$ cat config.mk
export PLATFORM = sky130hd
export DESIGN_NAME = dual_motor_pi_speed_controller
export DESIGN_NICKNAME = d
export VERILOG_FILES = /design/src/hw/rtl/dmpi_pkg.sv /design/src/hw/rtl/dmpi_cfg.sv /design/src/hw/rtl/dmpi_mul.sv /design/src/hw/rtl/dmpi_seq.sv /design/src/hw/rtl/dual_motor_pi_speed_controller.sv
export SDC_FILE = /design/constraint.sdc
export NUM_CORES = 2
export LEC_CHECK = 0
export BUFFER_PORTS_ARGS = -buffer_cell sky130_fd_sc_hd__buf_2
export CAP_MARGIN = 25
export CORE_AREA = 2 2 283 285
export CTS_BUF_LIST = sky130_fd_sc_hd__clkbuf_8
export DETAILED_ROUTE_END_ITERATION = 8
export DIE_AREA = 0 0 285 287
export PLACE_DENSITY = 0.71
export SLEW_MARGIN = 0
export SYNTH_ARGS = -nofsm -noshare
export SYNTH_HDL_FRONTEND = slang
export SYNTH_SLANG_ARGS = --single-unit
$ cat constraint.sdc
create_clock -name aclk -period 13.98 [get_ports aclk]
set_input_delay 2.796 -clock aclk [delete_from_list [all_inputs] [get_ports aclk]]
set_output_delay 2.796 -clock aclk [all_outputs]
set_load 0.01 [all_outputs]
$ cat src/hw/rtl/dmpi_pkg.sv
// ----------------------------------------------------------------------------
// dmpi_pkg - shared types and constants of the dual motor PI controller
// Sequencer states, multiplier operand selects, the control word from the
// sequencer and the configuration register set.
// ----------------------------------------------------------------------------
package dmpi_pkg;

    // multiplier operand width: holds |count*720| and the reciprocal of 334
    localparam int MUL_W  = 27;
    localparam int PROD_W = 2 * MUL_W;

    // rpm = count * 12 * 60 / 334
    localparam int SAMPLE_RATE        = 12;
    localparam int SECONDS_PER_MINUTE = 60;
    localparam int COUNTS_PER_TURN    = 334;
    localparam int RPM_SCALE          = SAMPLE_RATE * SECONDS_PER_MINUTE;

    // divide by 334 as multiply by ceil(2^34/334) then shift; exact for
    // dividends below 2^25
    localparam int      RECIP_SHIFT = 34;
    localparam longint  RECIP_VALUE = ((64'd1 << RECIP_SHIFT) + COUNTS_PER_TURN - 1)
                                      / COUNTS_PER_TURN;
    localparam logic [MUL_W-1:0] RECIP_MULT = RECIP_VALUE[MUL_W-1:0];
    localparam logic [MUL_W-1:0] RPM_MULT   = RPM_SCALE[MUL_W-1:0];

    localparam int LIMIT_RESET = 4095;

    localparam logic signed [15:0] KP0_RESET   = 16'sd500;
    localparam logic signed [15:0] KI0_RESET   = 16'sd200;
    localparam logic signed [15:0] KP1_RESET   = 16'sd500;
    localparam logic signed [15:0] KI1_RESET   = 16'sd900;
    localparam logic signed [15:0] DMIN_RESET  = -16'(LIMIT_RESET);
    localparam logic signed [15:0] DMAX_RESET  = 16'(LIMIT_RESET);

    localparam int REG_IDX_W = 3;

    typedef enum logic [REG_IDX_W-1:0] {
        REG_KP0  = 3'd0,
        REG_KI0  = 3'd1,
        REG_KP1  = 3'd2,
        REG_KI1  = 3'd3,
        REG_DMIN = 3'd4,
        REG_DMAX = 3'd5
    } reg_index_t;

    typedef struct packed {
        logic signed [15:0] kp0;
        logic signed [15:0] ki0;
        logic signed [15:0] kp1;
        logic signed [15:0] ki1;
        logic signed [15:0] drive_min;
        logic signed [15:0] drive_max;
    } gains_t;

    typedef enum logic [2:0] {
        ST_IDLE,
        ST_SCALE,
        ST_RECIP,
        ST_SPEED,
        ST_ERROR,
        ST_INTEG,
        ST_DRIVE
    } state_t;

    typedef enum logic [1:0] {
        MUL_SCALE,
        MUL_RECIP,
        MUL_KI,
        MUL_KP
    } mul_sel_t;

    // flags of the word on the input channel, seen by the sequencer
    typedef struct packed {
        logic chan_ok;
        logic new_sample;
        logic count_error;
    } item_flags_t;

    typedef struct packed {
        logic     load_item;
        logic     speed_clear;
        logic     sign_load;
        logic     speed_load;
        logic     err_load;
        logic     integ_load;
        logic     drive_load;
        logic     mul_en;
        mul_sel_t mul_sel;
    } ctrl_t;

endpackage

$ cat src/hw/rtl/dmpi_cfg.sv
// ----------------------------------------------------------------------------
// dmpi_cfg - configuration register file
// Gains and drive limits, written one register per word.
// ----------------------------------------------------------------------------
module dmpi_cfg (
    input  logic                               aclk,
    input  logic                               aresetn,
    input  logic                               wr_en,
    input  logic [dmpi_pkg::REG_IDX_W-1:0]     wr_index,
    input  logic [15:0]                        wr_data,
    output dmpi_pkg::gains_t                   gains
);

    dmpi_pkg::gains_t gains_reg;
    dmpi_pkg::gains_t gains_next;

    always_comb begin
        gains_next = gains_reg;
        if (wr_en) begin
            case (dmpi_pkg::reg_index_t'(wr_index))
                dmpi_pkg::REG_KP0:  gains_next.kp0       = wr_data;
                dmpi_pkg::REG_KI0:  gains_next.ki0       = wr_data;
                dmpi_pkg::REG_KP1:  gains_next.kp1       = wr_data;
                dmpi_pkg::REG_KI1:  gains_next.ki1       = wr_data;
                dmpi_pkg::REG_DMIN: gains_next.drive_min = wr_data;
                dmpi_pkg::REG_DMAX: gains_next.drive_max = wr_data;
                default:            gains_next = gains_reg;
            endcase
        end
    end

    always_ff @(posedge aclk) begin
        if (!aresetn) begin
            gains_reg.kp0       <= dmpi_pkg::KP0_RESET;
            gains_reg.ki0       <= dmpi_pkg::KI0_RESET;
            gains_reg.kp1       <= dmpi_pkg::KP1_RESET;
            gains_reg.ki1       <= dmpi_pkg::KI1_RESET;
            gains_reg.drive_min <= dmpi_pkg::DMIN_RESET;
            gains_reg.drive_max <= dmpi_pkg::DMAX_RESET;
        end else begin
            gains_reg <= gains_next;
        end
    end

    assign gains = gains_reg;

endmodule

$ cat src/hw/rtl/dmpi_mul.sv
// ----------------------------------------------------------------------------
// dmpi_mul - shared signed multiplier
// One signed product per cycle while en is high, registered; used for the rpm
// scale, the reciprocal divide and both PI gains.
// ----------------------------------------------------------------------------
module dmpi_mul (
    input  logic                                aclk,
    input  logic                                en,
    input  logic signed [dmpi_pkg::MUL_W-1:0]   op_a,
    input  logic signed [dmpi_pkg::MUL_W-1:0]   op_b,
    output logic signed [dmpi_pkg::PROD_W-1:0]  prod
);

    logic signed [dmpi_pkg::PROD_W-1:0] prod_reg;

    always_ff @(posedge aclk) begin
        if (en) begin
            prod_reg <= op_a * op_b;
        end
    end

    assign prod = prod_reg;

endmodule

$ cat src/hw/rtl/dmpi_seq.sv
// ----------------------------------------------------------------------------
// dmpi_seq - control sequencer
// Steps one tick through speed scaling (good samples only), error, integrator
// and drive, issuing at most one multiply per step.
// ----------------------------------------------------------------------------
module dmpi_seq (
    input  logic                   aclk,
    input  logic                   aresetn,
    input  logic                   in_valid,
    input  dmpi_pkg::item_flags_t  in_flags,
    input  logic                   out_stall,
    output logic                   in_ready,
    output dmpi_pkg::ctrl_t        ctrl
);

    dmpi_pkg::state_t state_reg;
    dmpi_pkg::state_t state_next;

    always_ff @(posedge aclk) begin
        if (!aresetn) begin
            state_reg <= dmpi_pkg::ST_IDLE;
        end else begin
            state_reg <= state_next;
        end
    end

    always_comb begin
        state_next = state_reg;
        in_ready   = 1'b0;
        ctrl       = '0;
        ctrl.mul_sel = dmpi_pkg::MUL_SCALE;
        case (state_reg)
            dmpi_pkg::ST_IDLE: begin
                // no word taken while reset is held
                in_ready = aresetn;
                if (in_valid && aresetn) begin
                    ctrl.load_item   = 1'b1;
                    ctrl.speed_clear = in_flags.chan_ok & in_flags.new_sample
                                       & in_flags.count_error;
                    if (!in_flags.chan_ok) begin
                        state_next = dmpi_pkg::ST_IDLE;
                    end else if (in_flags.new_sample && !in_flags.count_error) begin
                        state_next = dmpi_pkg::ST_SCALE;
                    end else begin
                        state_next = dmpi_pkg::ST_ERROR;
                    end
                end
            end
            dmpi_pkg::ST_SCALE: begin
                ctrl.mul_en  = 1'b1;
                ctrl.mul_sel = dmpi_pkg::MUL_SCALE;
                state_next   = dmpi_pkg::ST_RECIP;
            end
            dmpi_pkg::ST_RECIP: begin
                ctrl.mul_en    = 1'b1;
                ctrl.mul_sel   = dmpi_pkg::MUL_RECIP;
                ctrl.sign_load = 1'b1;
                state_next     = dmpi_pkg::ST_SPEED;
            end
            dmpi_pkg::ST_SPEED: begin
                ctrl.speed_load = 1'b1;
                state_next      = dmpi_pkg::ST_ERROR;
            end
            dmpi_pkg::ST_ERROR: begin
                ctrl.mul_en   = 1'b1;
                ctrl.mul_sel  = dmpi_pkg::MUL_KI;
                ctrl.err_load = 1'b1;
                state_next    = dmpi_pkg::ST_INTEG;
            end
            dmpi_pkg::ST_INTEG: begin
                ctrl.mul_en     = 1'b1;
                ctrl.mul_sel    = dmpi_pkg::MUL_KP;
                ctrl.integ_load = 1'b1;
                state_next      = dmpi_pkg::ST_DRIVE;
            end
            dmpi_pkg::ST_DRIVE: begin
                // product is held while the output word waits
                if (!out_stall) begin
                    ctrl.drive_load = 1'b1;
                    state_next      = dmpi_pkg::ST_IDLE;
                end
            end
            default: begin
                state_next = dmpi_pkg::ST_IDLE;
            end
        endcase
    end

endmodule

$ cat src/hw/rtl/dual_motor_pi_speed_controller.sv
// ----------------------------------------------------------------------------
// dual_motor_pi_speed_controller - two-channel PI speed loop with clamp
//
//  channel | dir | handshake              | word
//  --------+-----+------------------------+-----------------------------------
//  s_      | in  | s_tvalid / s_tready    | tdata: target, count; tuser: flags
//  m_      | out | m_tvalid / m_tready    | tdata: fwd, rev compare; tuser
//  cfg_    | in  | cfg_valid / cfg_ready  | cfg_index, cfg_wdata (gain/limit)
//
// A tick with a good encoder sample steps through scale, reciprocal and speed
// before error, integrator and drive; other ticks start at error. Input words
// are taken only in idle. A tick for a channel not below CHANNEL_COUNT
// gives no result. aresetn (synchronous) clears integrators, speeds,
// fault lights and restores default gains and limits. A stalled m_ side holds
// the finished word; the next input word is still taken, and its drive step
// waits until the output register frees. s_tready and cfg_ready stay low
// while aresetn is low; cfg_ready is high otherwise.
// ----------------------------------------------------------------------------
module dual_motor_pi_speed_controller #(
    parameter int FRACTION_SHIFT = 16,
    parameter int CHANNEL_COUNT  = 2
) (
    input  logic                               aclk,
    input  logic                               aresetn,
    // input ticks
    input  logic                               s_tvalid,
    output logic                               s_tready,
    input  logic [31:0]                        s_tdata,   // target_speed, latched_count
    input  logic [2:0]                         s_tuser,   // channel, new_sample, count_error
    // results
    output logic                               m_tvalid,
    input  logic                               m_tready,
    output logic [31:0]                        m_tdata,   // forward_compare, reverse_compare, pad
    output logic [1:0]                         m_tuser,   // out_channel, fault_light
    // configuration writes
    input  logic                               cfg_valid,
    output logic                               cfg_ready,
    input  logic [dmpi_pkg::REG_IDX_W-1:0]     cfg_index,
    input  logic [15:0]                        cfg_wdata
);

    localparam int MW = dmpi_pkg::MUL_W;

    dmpi_pkg::gains_t      gains;
    dmpi_pkg::ctrl_t       ctrl;
    dmpi_pkg::item_flags_t in_flags;

    // ---- latched tick ----
    logic               ch_reg;
    logic signed [15:0] target_reg;
    logic signed [15:0] count_reg;

    // ---- per-channel loop state ----
    logic [31:0]        integ_reg [CHANNEL_COUNT];
    logic signed [15:0] speed_reg [CHANNEL_COUNT];
    logic               fault_reg [CHANNEL_COUNT];

    // ---- working registers ----
    logic signed [15:0] err_reg;
    logic               neg_reg;

    // ---- output word ----
    logic        m_tvalid_reg;
    logic        m_tvalid_next;
    logic [31:0] m_tdata_reg;
    logic [1:0]  m_tuser_reg;

    logic signed [MW-1:0]               mul_a;
    logic signed [MW-1:0]               mul_b;
    logic signed [dmpi_pkg::PROD_W-1:0] prod;

    logic signed [15:0] kp_cur;
    logic signed [15:0] ki_cur;
    logic signed [15:0] err_comb;
    logic signed [MW-1:0] scaled;
    logic signed [MW-1:0] scaled_abs;
    logic [15:0]        quot;
    logic signed [15:0] speed_new;
    logic signed [31:0] prod32;
    logic signed [31:0] iterm;
    logic signed [31:0] pi_sum;
    logic signed [31:0] pi_shift;
    logic signed [15:0] drive_raw;
    logic signed [15:0] drive;
    logic [14:0]        fwd_cmp;
    logic [15:0]        rev_cmp;

    // ---- configuration ----
    assign cfg_ready = aresetn;

    dmpi_cfg u_cfg (
        .aclk     (aclk),
        .aresetn  (aresetn),
        .wr_en    (cfg_valid),
        .wr_index (cfg_index),
        .wr_data  (cfg_wdata),
        .gains    (gains)
    );

    // ---- sequencer ----
    assign in_flags.chan_ok     = ({31'd0, s_tuser[0]} < CHANNEL_COUNT);
    assign in_flags.new_sample  = s_tuser[1];
    assign in_flags.count_error = s_tuser[2];

    dmpi_seq u_seq (
        .aclk      (aclk),
        .aresetn   (aresetn),
        .in_valid  (s_tvalid),
        .in_flags  (in_flags),
        .out_stall (m_tvalid_reg & ~m_tready),
        .in_ready  (s_tready),
        .ctrl      (ctrl)
    );

    // ---- operand selection for the shared multiplier ----
    assign kp_cur = ch_reg ? gains.kp1 : gains.kp0;
    assign ki_cur = ch_reg ? gains.ki1 : gains.ki0;

    // speed error, wrapped to 16 bits; channel 1 runs with reversed sign
    assign err_comb = ch_reg ? (speed_reg[ch_reg] - target_reg)
                             : (target_reg - speed_reg[ch_reg]);

    assign scaled     = prod[MW-1:0];
    assign scaled_abs = scaled[MW-1] ? -scaled : scaled;

    always_comb begin
        case (ctrl.mul_sel)
            dmpi_pkg::MUL_SCALE: begin
                mul_a = MW'(count_reg);
                mul_b = dmpi_pkg::RPM_MULT;
            end
            dmpi_pkg::MUL_RECIP: begin
                mul_a = scaled_abs;
                mul_b = dmpi_pkg::RECIP_MULT;
            end
            dmpi_pkg::MUL_KI: begin
                mul_a = MW'(err_comb);
                mul_b = MW'(ki_cur);
            end
            dmpi_pkg::MUL_KP: begin
                mul_a = MW'(err_reg);
                mul_b = MW'(kp_cur);
            end
            default: begin
                mul_a = '0;
                mul_b = '0;
            end
        endcase
    end

    dmpi_mul u_mul (
        .aclk (aclk),
        .en   (ctrl.mul_en),
        .op_a (mul_a),
        .op_b (mul_b),
        .prod (prod)
    );

    // ---- speed: quotient truncated toward zero, then to 16 bits ----
    assign quot      = prod[dmpi_pkg::RECIP_SHIFT +: 16];
    assign speed_new = neg_reg ? -$signed(quot) : $signed(quot);

    // ---- PI law ----
    assign prod32    = prod[31:0];
    assign iterm     = prod32 >>> FRACTION_SHIFT;
    assign pi_sum    = prod32 + $signed(integ_reg[ch_reg]);
    assign pi_shift  = pi_sum >>> FRACTION_SHIFT;
    assign drive_raw = pi_shift[15:0];

    // lower bound tested first; inverted limits give the minimum below it, else the maximum
    always_comb begin
        if (drive_raw < gains.drive_min) begin
            drive = gains.drive_min;
        end else if (drive_raw > gains.drive_max) begin
            drive = gains.drive_max;
        end else begin
            drive = drive_raw;
        end
    end

    assign fwd_cmp = (drive > 16'sd0) ? drive[14:0] : 15'd0;
    assign rev_cmp = (drive < 16'sd0) ? 16'(-drive) : 16'd0;

    // ---- registers ----
    always_ff @(posedge aclk) begin
        if (ctrl.load_item) begin
            ch_reg     <= s_tuser[0];
            target_reg <= s_tdata[15:0];
            count_reg  <= s_tdata[31:16];
        end
        if (ctrl.sign_load) begin
            neg_reg <= scaled[MW-1];
        end
        if (ctrl.err_load) begin
            err_reg <= err_comb;
        end
        if (ctrl.drive_load) begin
            m_tdata_reg <= {1'b0, rev_cmp, fwd_cmp};
            m_tuser_reg <= {fault_reg[ch_reg], ch_reg};
        end
    end

    always_ff @(posedge aclk) begin
        if (!aresetn) begin
            for (int i = 0; i < CHANNEL_COUNT; i++) begin
                integ_reg[i] <= '0;
                speed_reg[i] <= '0;
                fault_reg[i] <= 1'b0;
            end
        end else begin
            // encoder fault: speed forced to zero on acceptance
            if (ctrl.speed_clear) begin
                speed_reg[s_tuser[0]] <= '0;
                fault_reg[s_tuser[0]] <= 1'b1;
            end
            if (ctrl.speed_load) begin
                speed_reg[ch_reg] <= speed_new;
                fault_reg[ch_reg] <= 1'b0;
            end
            if (ctrl.integ_load) begin
                integ_reg[ch_reg] <= integ_reg[ch_reg] + 32'(iterm);
            end
        end
    end

    always_comb begin
        m_tvalid_next = m_tvalid_reg;
        if (m_tready) begin
            m_tvalid_next = 1'b0;
        end
        if (ctrl.drive_load) begin
            m_tvalid_next = 1'b1;
        end
    end

    always_ff @(posedge aclk) begin
        if (!aresetn) begin
            m_tvalid_reg <= 1'b0;
        end else begin
            m_tvalid_reg <= m_tvalid_next;
        end
    end

    assign m_tvalid = m_tvalid_reg;
    assign m_tdata  = m_tdata_reg;
    assign m_tuser  = m_tuser_reg;

endmodule
==> key figures <==
Outcome
  • Status: completed

STA
  • Clock Skew: 0.125 ns
  • Total negative slack: 0 ns
  • Hold WS: 0.454 ns
  • RSZ-0062 raised after global routing: false
  • Tmin final: 12.15 ns
  • Final slew viol count: 0
  • Fin crit share: just under 90%
  • Setup-failing EPs final: 0
  • Slew HR: 23.2%
  • Max Freq: 0.0823 GHz
  • Pin slew with the least headroom to its limit: 1.14 ns
  • Hold Vio Cnt, Final: 0

Finish
  • Storage element area: 0.00888 mm^2
  • Synth-to-layout area growth: 7.39%
  • Multi-input gate area: 0.0302 mm^2
  • Fin area: 0.0462 mm^2
  • Layout filler cell count: 6899
  • Nets@finish: 5719
  • Max reg flops: 96
  • Share of layout cells above drive strength 1: 7.64%

Worst setup path
  • Crit Path Max Fanout: 18
  • Slowest Stage Delay on Critical Path: 0.97 ns
  • Crit path kind: reg -> reg
  • Worst R2R Setup Slack: 1.83 ns
  • Slowest CP cell: nor4b_1
  • Top delay family on crit path: adder cells
  • FF-to-FF path depth: 36
  • CP startpoint kind: flop
  • Required time of the critical path: 14.44 ns
  • Crit. End Element: flop
  • Data arrival time of the critical path: 12.61 ns
  • CP most frequent cell: fa_1
  • R2R Path End: u_mul.prod[49]
  • Worst Path Buf+Inv: 6

Min path
  • Hold Crit Endpoint: u_cfg.gains[72]
  • Hold Crit Class: reg -> reg
  • Worst Hold Launch: u_cfg.gains[72]
  • Hold path depth: 2

Synth
  • Synth Cell Area: 0.0431 mm^2
  • Synth warn: 0
  • Top-area cell type share of the netlist area: between 30% and 40%
  • Cells after Synth: around 4600
  • Flops & latches, synth: 330
  • Yosys top cell by area: fa_1
  • Distinct cells, synth: 94
  • Post-synth EDFFs: 227
  • Top post-synthesis cells by area: fa_1, edfxtp_1, ha_1
  • Synthesized net count: 5639
  • Ys flop type: edfxtp_1
  • Syn_area_per_cell: 9.39 um^2
  • Fraction of registers with async set/reset: 0%
  • Register area share after synthesis: between 20% and 30%

Clock tree
  • Clk Latency, worst-skew pair: approximately 0.75 ns
  • Inserted Clock Buffers: 59
  • Clock Sinks: between 300 and 400
  • Post-CTS resize count: 0
  • CTS tree: built
  • H-tree Lvls: 2
  • Postcts setup bufs: 0
  • Hold Buf Count CTS: 0
  • Longest Clk Path Bufs: 3
  • Clk slew on worst S/H paths: 0.06 ns
  • Root Buffer: clkbuf_8

Floorplanning
  • Initial core utilization: 54.8%
  • Ports: 96
  • Core area: 0.0786 mm^2
  • Placement row count: 103
  • Die Height: 287 um
  • Die width: 285 um
  • Die ar.: between 0.08 and 0.09 mm^2

Job
  • Max cap viols: 0

Global routing
  • Vias in the first global route: 34400
  • GRT overflow: 0
  • Pin count of the biggest net entering global routing: 66
  • First-pass GRT wire length: 195000 um
  • Total track usage: between 30 and 40%
  • Initial antenna violation count: 2

Route
  • Vias after detailed routing: approximately 33000
  • Vias per cell: between 5 and 6
  • DR iter-0 viols: 2768
  • DRC: 0
  • Antenna Nets Post-Route: 0
  • Total wire length: 125000 um
  • Drt wl/cell: between 20 and 25 um
  • 1st-pass router iterations: 5

Placed design
  • Dpl hpwl: 101000 um
  • Input/output buffers: 94
  • Placer congestion estimate: 0.985
  • Placed Area: around 0.045 mm^2
## cell usage after synthesis (7+ instances only)
library cell and n:
a2111oi_0 7, a211oi_1 15, a21boi_0 9, a21o_1 57
a21oi_1 194, a21oi_2 7, a221o_1 7, a22oi_1 8
a31o_2 7, a31oi_1 14, and2_1 21, and3_1 17
and4_1 11, buf_1 12, buf_2 11, clkbuf_1 118
dfxtp_1 103, edfxtp_1 227, fa_1 712, ha_1 283
inv_1 936, mux2_2 36, mux2i_1 55, mux4_2 7
nand2_1 560, nand2b_1 53, nand3_1 79, nand4_1 16
nor2_1 401, nor2b_1 36, nor3_1 65, nor3b_1 7
nor4_1 7, o211ai_1 25, o21a_1 24, o21ai_0 93
o21bai_1 11, o22ai_1 7, o31ai_1 28, or2_2 13
or3_1 24, xnor2_1 88, xor2_1 67
## per-stage QoR
step | cells | worst slack (ns) | util, %
after floorplan | 4585 | 3.49 | -
after global placement | 5648 | 2.31 | 57.0
after detailed placement | 5650 | 2.02 | 57.0
after CTS | 5759 | 1.98 | 58.7
after global routing | 5764 | 1.11 | 58.8
final | 5764 | 1.83 | 58.8
## metal layers
metal	routed length, um	GRT usage, %	up-vias
met2	58800	51.6	1436
li1	-	-	14700
met4	7610	16.2	2
met3	11100	6.65	368
met1	47100	38.7	16300
met5	103	0.872	-
## tightest hold or removal path, cell delays in order, from the launching register on
cell,delay (ns)
dfxtp_1,0.31
nand2_1,0.05
a21oi_1,0.05
## area by class of cell
class / instances / area share, %
sequential: 330 / 19.2
tap: 1050 / 2.84
clock inverter: 43 / 0.977
clock buffer: 66 / 1.96
timing repair buffer: 163 / 2.19
inverter: 939 / 7.62
multi-input combinational: 3172 / 65.2
antenna: 1 / 0.00541
## cell families (layout without fill, tap and decap cells)
group	Yosys count	count (layout)	synth area share, %
AO/OA/AOI/OAI	592	592	9.21
XOR/XNOR	155	155	3.15
adder cells (fa/ha/maj)	996	996	41.3
buffers and inverters	1083	1211	9.49
flip-flops	330	330	20.6
multiplexers	100	100	2.67
other	1	2	0.00871
AND/OR/NAND/NOR	1328	1328	13.5
## how the worst max path moves through the flow
| stage | cells past startpoint | startpoint | to |
|---|---|---|---|
| 2_1_floorplan | 39 | flop | u_mul.prod[44] |
| 5_1_grt | 38 | flop | u_mul.prod[49] |
| 4_1_cts | 38 | flop | u_mul.prod[49] |
| 6_report | 36 | flop | u_mul.prod[49] |
| 3_5_place_dp | 38 | flop | u_mul.prod[49] |
| 3_3_place_gp | 36 | flop | u_mul.prod[49] |
## cell usage in the layout (no fill, tap or decap), types with 8 or more instances in the layout
cell       count
nor3_1        63
buf_4         64
mux2i_1       55
o21ai_0       93
mux2_2        36
inv_1        952
nand4_1       16
and4_1        11
nor2b_1       34
and2_1        21
a211oi_1      15
nand3_1       79
o21a_1        24
a22oi_1        8
a21boi_0       9
edfxtp_1     227
nor2_1       399
ha_1         283
a31oi_1       14
a21oi_1      193
bufinv_16      8
buf_2         96
clkbuf_8      67
fa_1         712
o211ai_1      25
a21o_1        57
clkinv_2       8
nand2b_1      53
nand2_1      560
a21oi_2        8
and3_1        17
or2_2         13
o21bai_1      11
xor2_1        67
dfxtp_1      102
xnor2_1       87
or3_1         24
o31ai_1       28
Power is left out: the tool's default activity adds up to more than one toggle a clock period on the data nets, which glitch-free logic cannot reach.
